[config.mk]
export PLATFORM = sky130hd
export DESIGN_NAME = ldpc_check_row_neighbour_generator_core
export DESIGN_NICKNAME = d
export VERILOG_FILES = /design/src/design/lcrng_pkg.sv /design/src/design/lcrng_seq.sv /design/src/design/lcrng_pipe.sv /design/src/design/ldpc_check_row_neighbour_generator_core.sv
export SDC_FILE = /design/constraint.sdc
export NUM_CORES = 1
export LEC_CHECK = 0
export BUFFER_PORTS_ARGS = -buffer_cell sky130_fd_sc_hd__clkbuf_2
export CAP_MARGIN = 15
export CORE_MARGIN = 3
export CORE_UTILIZATION = 60
export CTS_BUF_LIST = sky130_fd_sc_hd__clkbuf_4 sky130_fd_sc_hd__clkbuf_8
export DETAILED_ROUTE_END_ITERATION = 12
export PLACE_DENSITY = 0.79
export RECOVER_POWER = 50
export SLEW_MARGIN = 0
export SYNTH_ARGS = -nofsm -noshare
export SYNTH_HDL_FRONTEND = slang
export SYNTH_SLANG_ARGS = --single-unit
[constraint.sdc]
create_clock -name clk -period 4 [get_ports clk]
set_input_delay 0.8 -clock clk [delete_from_list [all_inputs] [get_ports clk]]
set_output_delay 0.8 -clock clk [all_outputs]
set_load 0.005 [all_outputs]
[src/design/lcrng_pkg.sv]
package lcrng_pkg;

  localparam int unsigned RowW    = 11;
  localparam int unsigned ColW    = 12;
  localparam int unsigned SlotW   = 3;
  localparam int unsigned LocW    = 9;
  localparam int unsigned QtrW    = 7;
  localparam int unsigned KindW   = 4;
  localparam int unsigned CgrpW   = 3;
  localparam logic [1:0]  NumGrps = 2'd3;
  localparam logic [KindW-1:0] KindIdent = 4'd0;

  typedef struct packed {
    logic [1:0]       grp;
    logic [LocW-1:0]  loc;
    logic [SlotW-1:0] slot;
    logic             last;
  } issue_t;

  typedef struct packed {
    logic [KindW-1:0] kind;
    logic [CgrpW-1:0] cgrp;
  } edge_spec_t;

  function automatic logic [1:0] theta_f(input logic [2:0] t);
    logic [1:0] r;
    case (t)
      3'd0:    r = 2'd3;
      3'd1:    r = 2'd0;
      3'd2:    r = 2'd1;
      3'd3:    r = 2'd2;
      3'd4:    r = 2'd2;
      3'd5:    r = 2'd3;
      3'd6:    r = 2'd0;
      default: r = 2'd1;
    endcase
    return r;
  endfunction

  function automatic logic [QtrW-1:0] phi_f(input logic [2:0] t, input logic [1:0] q);
    logic [QtrW-1:0] r;
    case ({t, q})
      5'd0:    r = 7'd16;
      5'd1:    r = 7'd0;
      5'd2:    r = 7'd0;
      5'd3:    r = 7'd0;
      5'd4:    r = 7'd103;
      5'd5:    r = 7'd53;
      5'd6:    r = 7'd8;
      5'd7:    r = 7'd35;
      5'd8:    r = 7'd105;
      5'd9:    r = 7'd74;
      5'd10:   r = 7'd119;
      5'd11:   r = 7'd97;
      5'd12:   r = 7'd0;
      5'd13:   r = 7'd45;
      5'd14:   r = 7'd89;
      5'd15:   r = 7'd112;
      5'd16:   r = 7'd50;
      5'd17:   r = 7'd47;
      5'd18:   r = 7'd31;
      5'd19:   r = 7'd64;
      5'd20:   r = 7'd29;
      5'd21:   r = 7'd0;
      5'd22:   r = 7'd122;
      5'd23:   r = 7'd93;
      5'd24:   r = 7'd115;
      5'd25:   r = 7'd59;
      5'd26:   r = 7'd1;
      5'd27:   r = 7'd99;
      5'd28:   r = 7'd30;
      5'd29:   r = 7'd102;
      5'd30:   r = 7'd69;
      default: r = 7'd94;
    endcase
    return r;
  endfunction

  function automatic logic [SlotW-1:0] edge_count_f(input logic [1:0] grp);
    logic [SlotW-1:0] r;
    case (grp)
      2'd0:    r = 3'd3;
      default: r = 3'd6;
    endcase
    return r;
  endfunction

  function automatic edge_spec_t layout_f(input logic [1:0] grp, input logic [SlotW-1:0] slot);
    edge_spec_t r;
    case ({grp, slot})
      5'b00_000: r = '{kind: 4'd0, cgrp: 3'd2};
      5'b00_001: r = '{kind: 4'd0, cgrp: 3'd4};
      5'b00_010: r = '{kind: 4'd1, cgrp: 3'd4};
      5'b01_000: r = '{kind: 4'd0, cgrp: 3'd0};
      5'b01_001: r = '{kind: 4'd0, cgrp: 3'd1};
      5'b01_010: r = '{kind: 4'd0, cgrp: 3'd3};
      5'b01_011: r = '{kind: 4'd2, cgrp: 3'd4};
      5'b01_100: r = '{kind: 4'd3, cgrp: 3'd4};
      5'b01_101: r = '{kind: 4'd4, cgrp: 3'd4};
      5'b10_000: r = '{kind: 4'd0, cgrp: 3'd0};
      5'b10_001: r = '{kind: 4'd5, cgrp: 3'd1};
      5'b10_010: r = '{kind: 4'd6, cgrp: 3'd1};
      5'b10_011: r = '{kind: 4'd7, cgrp: 3'd3};
      5'b10_100: r = '{kind: 4'd8, cgrp: 3'd3};
      5'b10_101: r = '{kind: 4'd0, cgrp: 3'd4};
      default:   r = '{kind: 4'd0, cgrp: 3'd0};
    endcase
    return r;
  endfunction

endpackage

[src/design/lcrng_seq.sv]
module lcrng_seq (
  input  logic                         clk,
  input  logic                         rst_n,
  input  logic                         in_valid,
  output logic                         in_stall,
  input  logic [lcrng_pkg::RowW-1:0]   in_row_index,
  input  logic                         advance,
  output logic                         issue_valid,
  output lcrng_pkg::issue_t            issue
);

  logic                          busy_r, busy_nxt;
  logic [1:0]                    grp_r, grp_nxt;
  logic [lcrng_pkg::LocW-1:0]    loc_r, loc_nxt;
  logic [lcrng_pkg::SlotW-1:0]   slot_r, slot_nxt;
  logic                          last_slot;
  logic                          accept;
  logic [1:0]                    in_grp;

  assign in_grp    = in_row_index[lcrng_pkg::RowW-1 -: 2];
  assign last_slot = (slot_r + 3'd1) == lcrng_pkg::edge_count_f(grp_r);
  assign in_stall  = busy_r && !(advance && last_slot);
  assign accept    = in_valid && !in_stall;

  assign issue_valid = busy_r;
  assign issue.grp   = grp_r;
  assign issue.loc   = loc_r;
  assign issue.slot  = slot_r;
  assign issue.last  = last_slot;

  always_comb begin
    busy_nxt = busy_r;
    grp_nxt  = grp_r;
    loc_nxt  = loc_r;
    slot_nxt = slot_r;
    if (busy_r && advance) begin
      if (last_slot) begin
        busy_nxt = 1'b0;
      end else begin
        slot_nxt = slot_r + 3'd1;
      end
    end
    if (accept) begin
      busy_nxt = in_grp < lcrng_pkg::NumGrps;
      grp_nxt  = in_grp;
      loc_nxt  = in_row_index[lcrng_pkg::LocW-1:0];
      slot_nxt = '0;
    end
  end

  always_ff @(posedge clk) begin
    if (!rst_n) begin
      busy_r <= 1'b0;
    end else begin
      busy_r <= busy_nxt;
    end
    grp_r  <= grp_nxt;
    loc_r  <= loc_nxt;
    slot_r <= slot_nxt;
  end

  a_busy_grp: assert property (@(posedge clk) disable iff (!rst_n)
    busy_r |-> grp_r != 2'd3) else $error("busy on an out of range row");

  a_busy_slot: assert property (@(posedge clk) disable iff (!rst_n)
    busy_r |-> slot_r < lcrng_pkg::edge_count_f(grp_r))
    else $error("slot past row degree");

  a_stall_busy: assert property (@(posedge clk) disable iff (!rst_n)
    in_stall |-> busy_r) else $error("stall while idle");

endmodule

[src/design/lcrng_pipe.sv]
module lcrng_pipe (
  input  logic                          clk,
  input  logic                          rst_n,
  input  logic                          issue_valid,
  input  lcrng_pkg::issue_t             issue,
  output logic                          advance,
  output logic                          out_valid,
  input  logic                          out_stall,
  output logic [lcrng_pkg::ColW-1:0]    out_column_index,
  output logic [lcrng_pkg::SlotW-1:0]   out_edge_slot,
  output logic                          out_last_edge
);

  logic                          v1_r, v2_r, v3_r;
  lcrng_pkg::edge_spec_t         spec1_r;
  logic [lcrng_pkg::LocW-1:0]    loc1_r;
  logic [lcrng_pkg::SlotW-1:0]   slot1_r, slot2_r, slot3_r;
  logic                          last1_r, last2_r, last3_r;
  logic [lcrng_pkg::CgrpW-1:0]   cgrp2_r;
  logic [lcrng_pkg::LocW-1:0]    local2_r, local_nxt;
  logic [lcrng_pkg::ColW-1:0]    col3_r;
  logic [2:0]                    t1;
  logic [1:0]                    q1;

  assign advance = !v3_r || !out_stall;

  assign q1 = loc1_r[lcrng_pkg::LocW-1 -: 2];
  assign t1 = 3'(spec1_r.kind - 4'd1);

  always_comb begin
    if (spec1_r.kind == lcrng_pkg::KindIdent) begin
      local_nxt = loc1_r;
    end else begin
      local_nxt = {2'(lcrng_pkg::theta_f(t1) + q1),
                   7'(lcrng_pkg::phi_f(t1, q1) + loc1_r[lcrng_pkg::QtrW-1:0])};
    end
  end

  always_ff @(posedge clk) begin
    if (!rst_n) begin
      v1_r <= 1'b0;
      v2_r <= 1'b0;
      v3_r <= 1'b0;
    end else if (advance) begin
      v1_r <= issue_valid;
      v2_r <= v1_r;
      v3_r <= v2_r;
    end
    if (advance) begin
      spec1_r  <= lcrng_pkg::layout_f(issue.grp, issue.slot);
      loc1_r   <= issue.loc;
      slot1_r  <= issue.slot;
      last1_r  <= issue.last;
      cgrp2_r  <= spec1_r.cgrp;
      local2_r <= local_nxt;
      slot2_r  <= slot1_r;
      last2_r  <= last1_r;
      col3_r   <= {cgrp2_r, local2_r};
      slot3_r  <= slot2_r;
      last3_r  <= last2_r;
    end
  end

  assign out_valid        = v3_r;
  assign out_column_index = col3_r;
  assign out_edge_slot    = slot3_r;
  assign out_last_edge    = last3_r;

  a_col_range: assert property (@(posedge clk) disable iff (!rst_n)
    v3_r |-> col3_r < 12'd2560) else $error("column out of range");

  a_last_slot: assert property (@(posedge clk) disable iff (!rst_n)
    (v3_r && last3_r) |-> (slot3_r == 3'd2 || slot3_r == 3'd5))
    else $error("last edge at unexpected slot");

  a_slot_range: assert property (@(posedge clk) disable iff (!rst_n)
    v3_r |-> slot3_r <= 3'd5) else $error("slot out of range");

endmodule

[src/design/ldpc_check_row_neighbour_generator_core.sv]
// path: a row's first column is registered by the sequencer, then pipe stages spec1,
// local2 and col3; throughput: one column per cycle while out_stall is low; the
// sequencer issues a row's edges slot by slot (3 in group 0, 6 in groups 1 and 2) and
// takes the next row as it issues the last edge; rows of 1536 and above are taken and produce nothing
// reset: synchronous active-low rst_n clears all valid state; no clearing pass
module ldpc_check_row_neighbour_generator_core (
  input  logic                          clk,
  input  logic                          rst_n,
  input  logic                          in_valid,
  output logic                          in_stall,
  input  logic [lcrng_pkg::RowW-1:0]    in_row_index,
  output logic                          out_valid,
  input  logic                          out_stall,
  output logic [lcrng_pkg::ColW-1:0]    out_column_index,
  output logic [lcrng_pkg::SlotW-1:0]   out_edge_slot,
  output logic                          out_last_edge
);

  logic               advance;
  logic               issue_valid;
  lcrng_pkg::issue_t  issue;

  lcrng_seq u_seq (
    .clk          (clk),
    .rst_n        (rst_n),
    .in_valid     (in_valid),
    .in_stall     (in_stall),
    .in_row_index (in_row_index),
    .advance      (advance),
    .issue_valid  (issue_valid),
    .issue        (issue)
  );

  lcrng_pipe u_pipe (
    .clk              (clk),
    .rst_n            (rst_n),
    .issue_valid      (issue_valid),
    .issue            (issue),
    .advance          (advance),
    .out_valid        (out_valid),
    .out_stall        (out_stall),
    .out_column_index (out_column_index),
    .out_edge_slot    (out_edge_slot),
    .out_last_edge    (out_last_edge)
  );

endmodule

# After elaboration in Yosys (flattened, before gate mapping)
# Memory sizes are Yosys's and may differ from the RTL's. A register that Yosys moved wholly into a read port is not among the register bits.
# Cells that the tools add are included.
[classes] addsub=4 multipliers=0 div=0 magnitude_cmp=1 eq_ne=6 shift=0 n_mux=8 bitwise=1 reduce_logical=19
[op_table] cell="equality test 3 bit, second input constant" count=3
[op_table] cell="2-to-1 mux 9 bit" count=1
[op_table] cell="adder 7 bit" count=1
[op_table] cell="2-to-1 mux 7 bit" count=1
[op_table] cell="case mux 2 bit (3 select lines)" count=1
[op_table] cell="OR reduction 2 bit" count=3
[op_table] cell="logical AND 1 bit" count=4
[op_table] cell="logical NOT 1 bit" count=4
[op_table] cell="logical NOT 4 bit" count=1
[op_table] cell="AND reduction 2 bit" count=2
[op_table] cell="nonzero test 2 bit" count=2
[op_table] cell="adder 3 x 1 -> 3 bit, second input constant" count=1
[op_table] cell="equality test 3 x 1 -> 1 bit, second input constant" count=1
[op_table] cell="equality test 3 x 2 -> 1 bit, second input constant" count=1
[op_table] cell="equality test 3 bit" count=1
[op_table] cell="logical NOT 3 bit" count=1
[op_table] cell="2-to-1 mux 1 bit" count=3
[op_table] cell="2-to-1 mux 3 bit" count=1
[op_table] cell="subtractor 3 x 1 -> 3 bit, second input constant" count=1
[op_table] cell="adder 2 bit" count=1
[op_table] cell="logical NOT 2 bit" count=1
[op_table] cell="less-than comparator 2 bit, second input constant" count=1
[op_table] cell="2-to-1 mux 2 bit" count=1
[op_table] cell="logical OR 1 bit" count=1
[op_table] cell="NOT 1 bit" count=1
[totals] ff_bits=63 latchBits=0 mem_bits_rw=0 romBits=448 out_inout_bits=18 word_cells=58 memories=2
[mem_list] name="(name not given)" words=32 word_bits=7 rd=1 rd_ports_with_merged_regs=1 write_ports=0 line="lcrng_pkg.sv:90" text="case ({grp, slot})"
[mem_list] name="(name not given)" words=32 word_bits=7 rd=1 rd_ports_with_merged_regs=0 write_ports=0 line="lcrng_pkg.sv:42" text="case ({t, q})"

# Longest topological paths before layout
[logic_depth] word_depth=10 ltp_mapped=14 ltp_nobuf=14

# By module
# A second synthesis with hierarchy kept.
[hier_totals] cells_unflattened=278 area_unflattened_um2=3465.8
[by_module_without_submodules] module="lcrng_pipe" n_inst=1 cells_per_inst=228 area_each_um2=2839.0 seq_area_each_um2=1621.6
[by_module_without_submodules] module="lcrng_seq" n_inst=1 cells_per_inst=50 area_each_um2=626.9 seq_area_each_um2=410.4

# Least setup slack after synthesis
# No wires, ideal clock.
[synth_timing] path_type="register -> register" start="reg, netlist name u_pipe.spec1_r[3]" end="reg u_pipe.local2_r[6] in the netlist's numbering, data pin" setup_time_ns=0.258 arrival_time_ns=2.863 t_required_ns=3.742 setup_slack_ns=0.879 stages_incl_launch_ff=15 n_path_buf=2 synth_period_minus_slack_ns=3.121 path_cell_list="edfxtp_1 > inv_1 > ha_1 > buf_2 > buf_2 > o21bai_1 > a21oi_1 > nor3_1 > ha_1 > fa_1 > a211oi_1 > o21a_1 > o21ba_2 > mux2i_1 > xnor2_1"
[synth_via] elab_chain_cells=5 word_cells_on_any_way=6
[synth_rtl] item="subtractor 3 x 1 -> 3 bit" line="lcrng_pipe.sv:28" text="assign t1 = 3'(spec1_r.kind - 4'd1);"
[synth_rtl] item="memory read (32 x 7 bit)"
[synth_rtl] item="2-to-1 mux 7 bit" line="lcrng_pipe.sv:31" text="if (spec1_r.kind == lcrng_pkg::KindIdent) begin"
[synth_rtl] item="adder 7 bit" line="lcrng_pipe.sv:35" text="7'(lcrng_pkg::phi_f(t1, q1) + loc1_r[lcrng_pkg::QtrW-1:0])};"
[synth_rtl] item="2-to-1 mux 9 bit *" line="lcrng_pipe.sv:31"
[synth_rtl] item="named net u_pipe.local_nxt, one bit" line="lcrng_pipe.sv:20" text="logic [lcrng_pkg::LocW-1:0] local2_r, local_nxt;"
[synth_rtl] item="end signal: assignment" line="lcrng_pipe.sv:55" text="local2_r <= local_nxt;"
[synth_rtl] item="end: declaration" line="lcrng_pipe.sv:20"
# Mark *: on every way through the listed nets, which the timed path passes. The rest lies on a longest branch. The select of a mux whose other input is x is not followed.
# A chain may end at the register's enable or synchronous reset.

# Final worst setup path
[layout_timing] start="reg, netlist name u_pipe.spec1_r[3]" end="reg u_pipe.local2_r[6] in the netlist's numbering, data pin"
[layout_via] elab_chain_cells=5 word_cells_on_any_way=6
[layout_rtl] item="subtractor 3 x 1 -> 3 bit" line="lcrng_pipe.sv:28"
[layout_rtl] item="memory read (32 x 7 bit)"
[layout_rtl] item="2-to-1 mux 7 bit" line="lcrng_pipe.sv:31"
[layout_rtl] item="adder 7 bit" line="lcrng_pipe.sv:35"
[layout_rtl] item="2-to-1 mux 9 bit *" line="lcrng_pipe.sv:31"
[layout_rtl] item="named net u_pipe.local_nxt, one bit" line="lcrng_pipe.sv:20"
# Marks and branches as above.

==> results.json <==
{
  "antenna_found_initial": 0,
  "first_global_vias": 1991,
  "vdd_drop_max_v": 0.000367,
  "vias": 2110,
  "crit_path_end_kind": "flip-flop",
  "viasPerCell": 5.60,
  "holdBufCountCts": 0,
  "rsz0062_at_grt": "no",
  "place_congestion": 0.853,
  "slew_headroom_pct": 32.6,
  "cts_resized": 0,
  "h-tree-depth": 3,
  "num_rows": 26,
  "hpwl_um": 3940,
  "die_h_um": 81.4,
  "fin_area_sq_mm": 0.00380,
  "synth-seq-cells": 70,
  "nets": 344,
  "required_ns": 4.09,
  "clockRootBuffer": "clkbuf_8",
  "report.final.hold_viol_count": 0,
  "drc": 0,
  "reg2reg_from": "u_pipe.spec1_r[3]",
  "r2r_slack_ns": 0.64,
  "crit_arrival_ns": 3.45,
  "final_layout_size_suffix_gt1_share_pct": 18.6,
  "first_iter_violations": 121,
  "final_max_slew_viol_count": 0,
  "crit_path_max_incr_delay_ns": 0.42,
  "grt-ovfl-total": 0,
  "cts_num_sinks": 70,
  "crit_end": "u_pipe.local2_r[6]",
  "syn_area_per_cell_sq_um": 12.8,
  "path_max_fanout": 9,
  "worst_clock_skew_ns": 0.00903,
  "clkSlewWorstSetupHoldPaths_ns": 0.07,
  "place_area_sq_mm": 0.00363,
  "hp-start": "u_pipe.spec1_r[2]",
  "drtAntennaViolNets": 0,
  "clockBufferDepth": 2,
  "die_area_sq_mm": 0.00663,
  "reg2reg_to": "u_pipe.local2_r[6]",
  "timing.critical_path.from": "u_pipe.spec1_r[3]",
  "grt_usage_pct": 18.5,
  "syn_area_sq_mm": 0.00341,
  "clk_latency_ns": 0.33,
  "routed_wl_um": 5530,
  "setup_viol": 0,
  "wl_per_cell_um": 14.7,
  "fp.dieW_um": 81.4,
  "outcome": "completed",
  "leakage_nw": 1.56,
  "synth_cells": 266,
  "firstDrtPassIters": 4,
  "cp_slowest_cell": "fa_1",
  "grt_first_pass_wirelength_um": 9070,
  "post_cts_buffers": 0,
  "grt_start_max_net_pins": 31,
  "synth_fp_nets": 308,
  "fin_tns_setup_ns": 0,
  "syn2layout_area_growth_pct": 11.4,
  "ys_types": 51,
  "synth_edf_count": 63,
  "yosysSeqAreaShare_pct": 59.5,
  "synthTopCellsByArea": "edfxtp_1 55%, ha_1 9.5%, dfxtp_1 4.1%",
  "max_freq_mhz": 298,
  "boundaryPins": 33,
  "core-area_sq_mm": 0.00530,
  "fin_crit_ns": 3.36,
  "cts_buffers": 9,
  "start_util_pct": 64.4,
  "layout_common_cells": "63 x edfxtp_1, 30 x clkbuf_2, 26 x ha_1, 23 x nor2_1",
  "async_reset_ff_share_pct": 0,
  "cap_violations": 0,
  "mostFrequentLayoutCell": "edfxtp_1",
  "pwr_density_cell_mw_per_mm2": 563,
  "yosysWarnings": 0,
  "synth_flop_cell": "edfxtp_1",
  "synth.top_cell.area_share_pct": 55.4,
  "path_cells": "inv_1 > ha_1 > xor2_2 > nand3_1 > a21oi_1 > nor3_1 > ha_1 > fa_1 > a211oi_1 > o21a_1 > nor3_1 > mux2i_1 > xnor2_1",
  "crit_path_start_kind": "flip-flop",
  "synth.largest_area_cell": "edfxtp_1",
  "crit_type": "flip-flop to flip-flop",
  "cts_tree": "yes",
  "period_share_pct": 84.0,
  "hold_depth": 0,
  "reg2reg_depth": 13,
  "portBuffers": 32,
  "num_antenna_cells": 0,
  "hold_path.class": "flip-flop to flip-flop",
  "worst_pin_slew_ns": 1.01
}
[kinds of logic after synthesis]
kind of cell	after synthesis	share of synthesized area [%]
DFF	70	59.5
AOI/OAI and AO/OA	65	13.0
and+or+nand+nor	62	8.61
adders and majority gates	27	10.1
buffers and inverters	24	3.04
muxes	10	3.41
xor gates and xnor gates	8	2.27
[flip-flops by register name (all words and copies together) (netlist names)]
name,count
u_pipe.loc1_r,9
u_pipe.slot2_r,3
u_pipe.out_edge_slot,3
u_pipe.spec1_r,7
u_pipe.out_column_index,12
u_pipe.v2_r,1
u_pipe.slot1_r,3
u_pipe.last2_r,1
u_pipe.out_valid,1
u_pipe.last1_r,1
u_seq.slot_r,3
u_seq.issue_valid,1
u_pipe.local2_r,9
u_seq.loc_r,9
u_pipe.v1_r,1
u_pipe.cgrp2_r,3
u_pipe.out_last_edge,1
u_seq.grp_r,2
[worst min path at each step]
stage / end
CTS: u_pipe.cgrp2_r[2]
detailed placement: u_pipe.cgrp2_r[0]
floorplan: u_pipe.cgrp2_r[0]
finish: u_pipe.cgrp2_r[2]
global placement: u_pipe.out_column_index[9]
global route: u_pipe.loc1_r[5]
[synth_stat cells (5+ instances only)]
master	number
edfxtp_1	63
o21ai_0	13
a21oi_1	12
inv_1	13
a211oi_1	5
nand2_1	14
xnor2_1	6
nor2b_1	6
mux2i_1	6
o21a_1	5
nor2_1	23
ha_1	26
buf_2	7
dfxtp_1	7
[final cells by class]
type | instances | area [sq um]
clock inverters | 7 | 48.8
clock buffers | 9 | 124
fillers | 369 | 1500
multi-input cells | 172 | 1280
flip-flops and latches | 70 | 2030
repair buffers | 35 | 180
inverters | 14 | 52.6
well taps | 70 | 87.6
[layer usage]
layer / routed length [um] / GRT usage [%] / vias up
li1: - / - / 1064
met1: 2470 / 23.4 / 968
met2: 2630 / 29.4 / 68
met3: 319 / 4.39 / 10
met4: 104 / 9.97 / 0
met5: 0 / 0 / -
[metrics by stage]
| step | hold slack (ns) | utilization, % | worst slack, ns | total power, mW | std cells |
|---|---|---|---|---|---|
| global route | 0.428 | 71.7 | 0.353 | 2.29 | 377 |
| floorplan | 0.400 | - | 0.879 | 1.50 | 266 |
| finish | 0.421 | 71.7 | 0.642 | 2.14 | 377 |
| detailed placement | 0.405 | 68.5 | 0.666 | 1.67 | 361 |
| global placement | 0.401 | 68.5 | 0.775 | 1.64 | 361 |
| CTS | 0.423 | 71.8 | 0.638 | 2.16 | 377 |
[critical path: cells and delay by family (launching register included)]
family          cells  cell delay [ns]
compound gates      3             0.63
buf+inv             1             0.22
simple gates        3             0.25
fa+ha+maj           3             0.96
mux                 1             0.23
flops               1             0.39
xor+xnor            2             0.44
[where the power goes]
group / switching, mW / total, mW / internal (mW) / leakage [nW]
Sequential: 0.0610 / 1.04 / 0.983 / 0.746
Combinational: 0.337 / 0.614 / 0.277 / 0.722
Clock: 0.260 / 0.485 / 0.225 / 0.0894
Total: 0.657 / 2.14 / 1.49 / 1.56
Power figures use the tool's default switching activity.
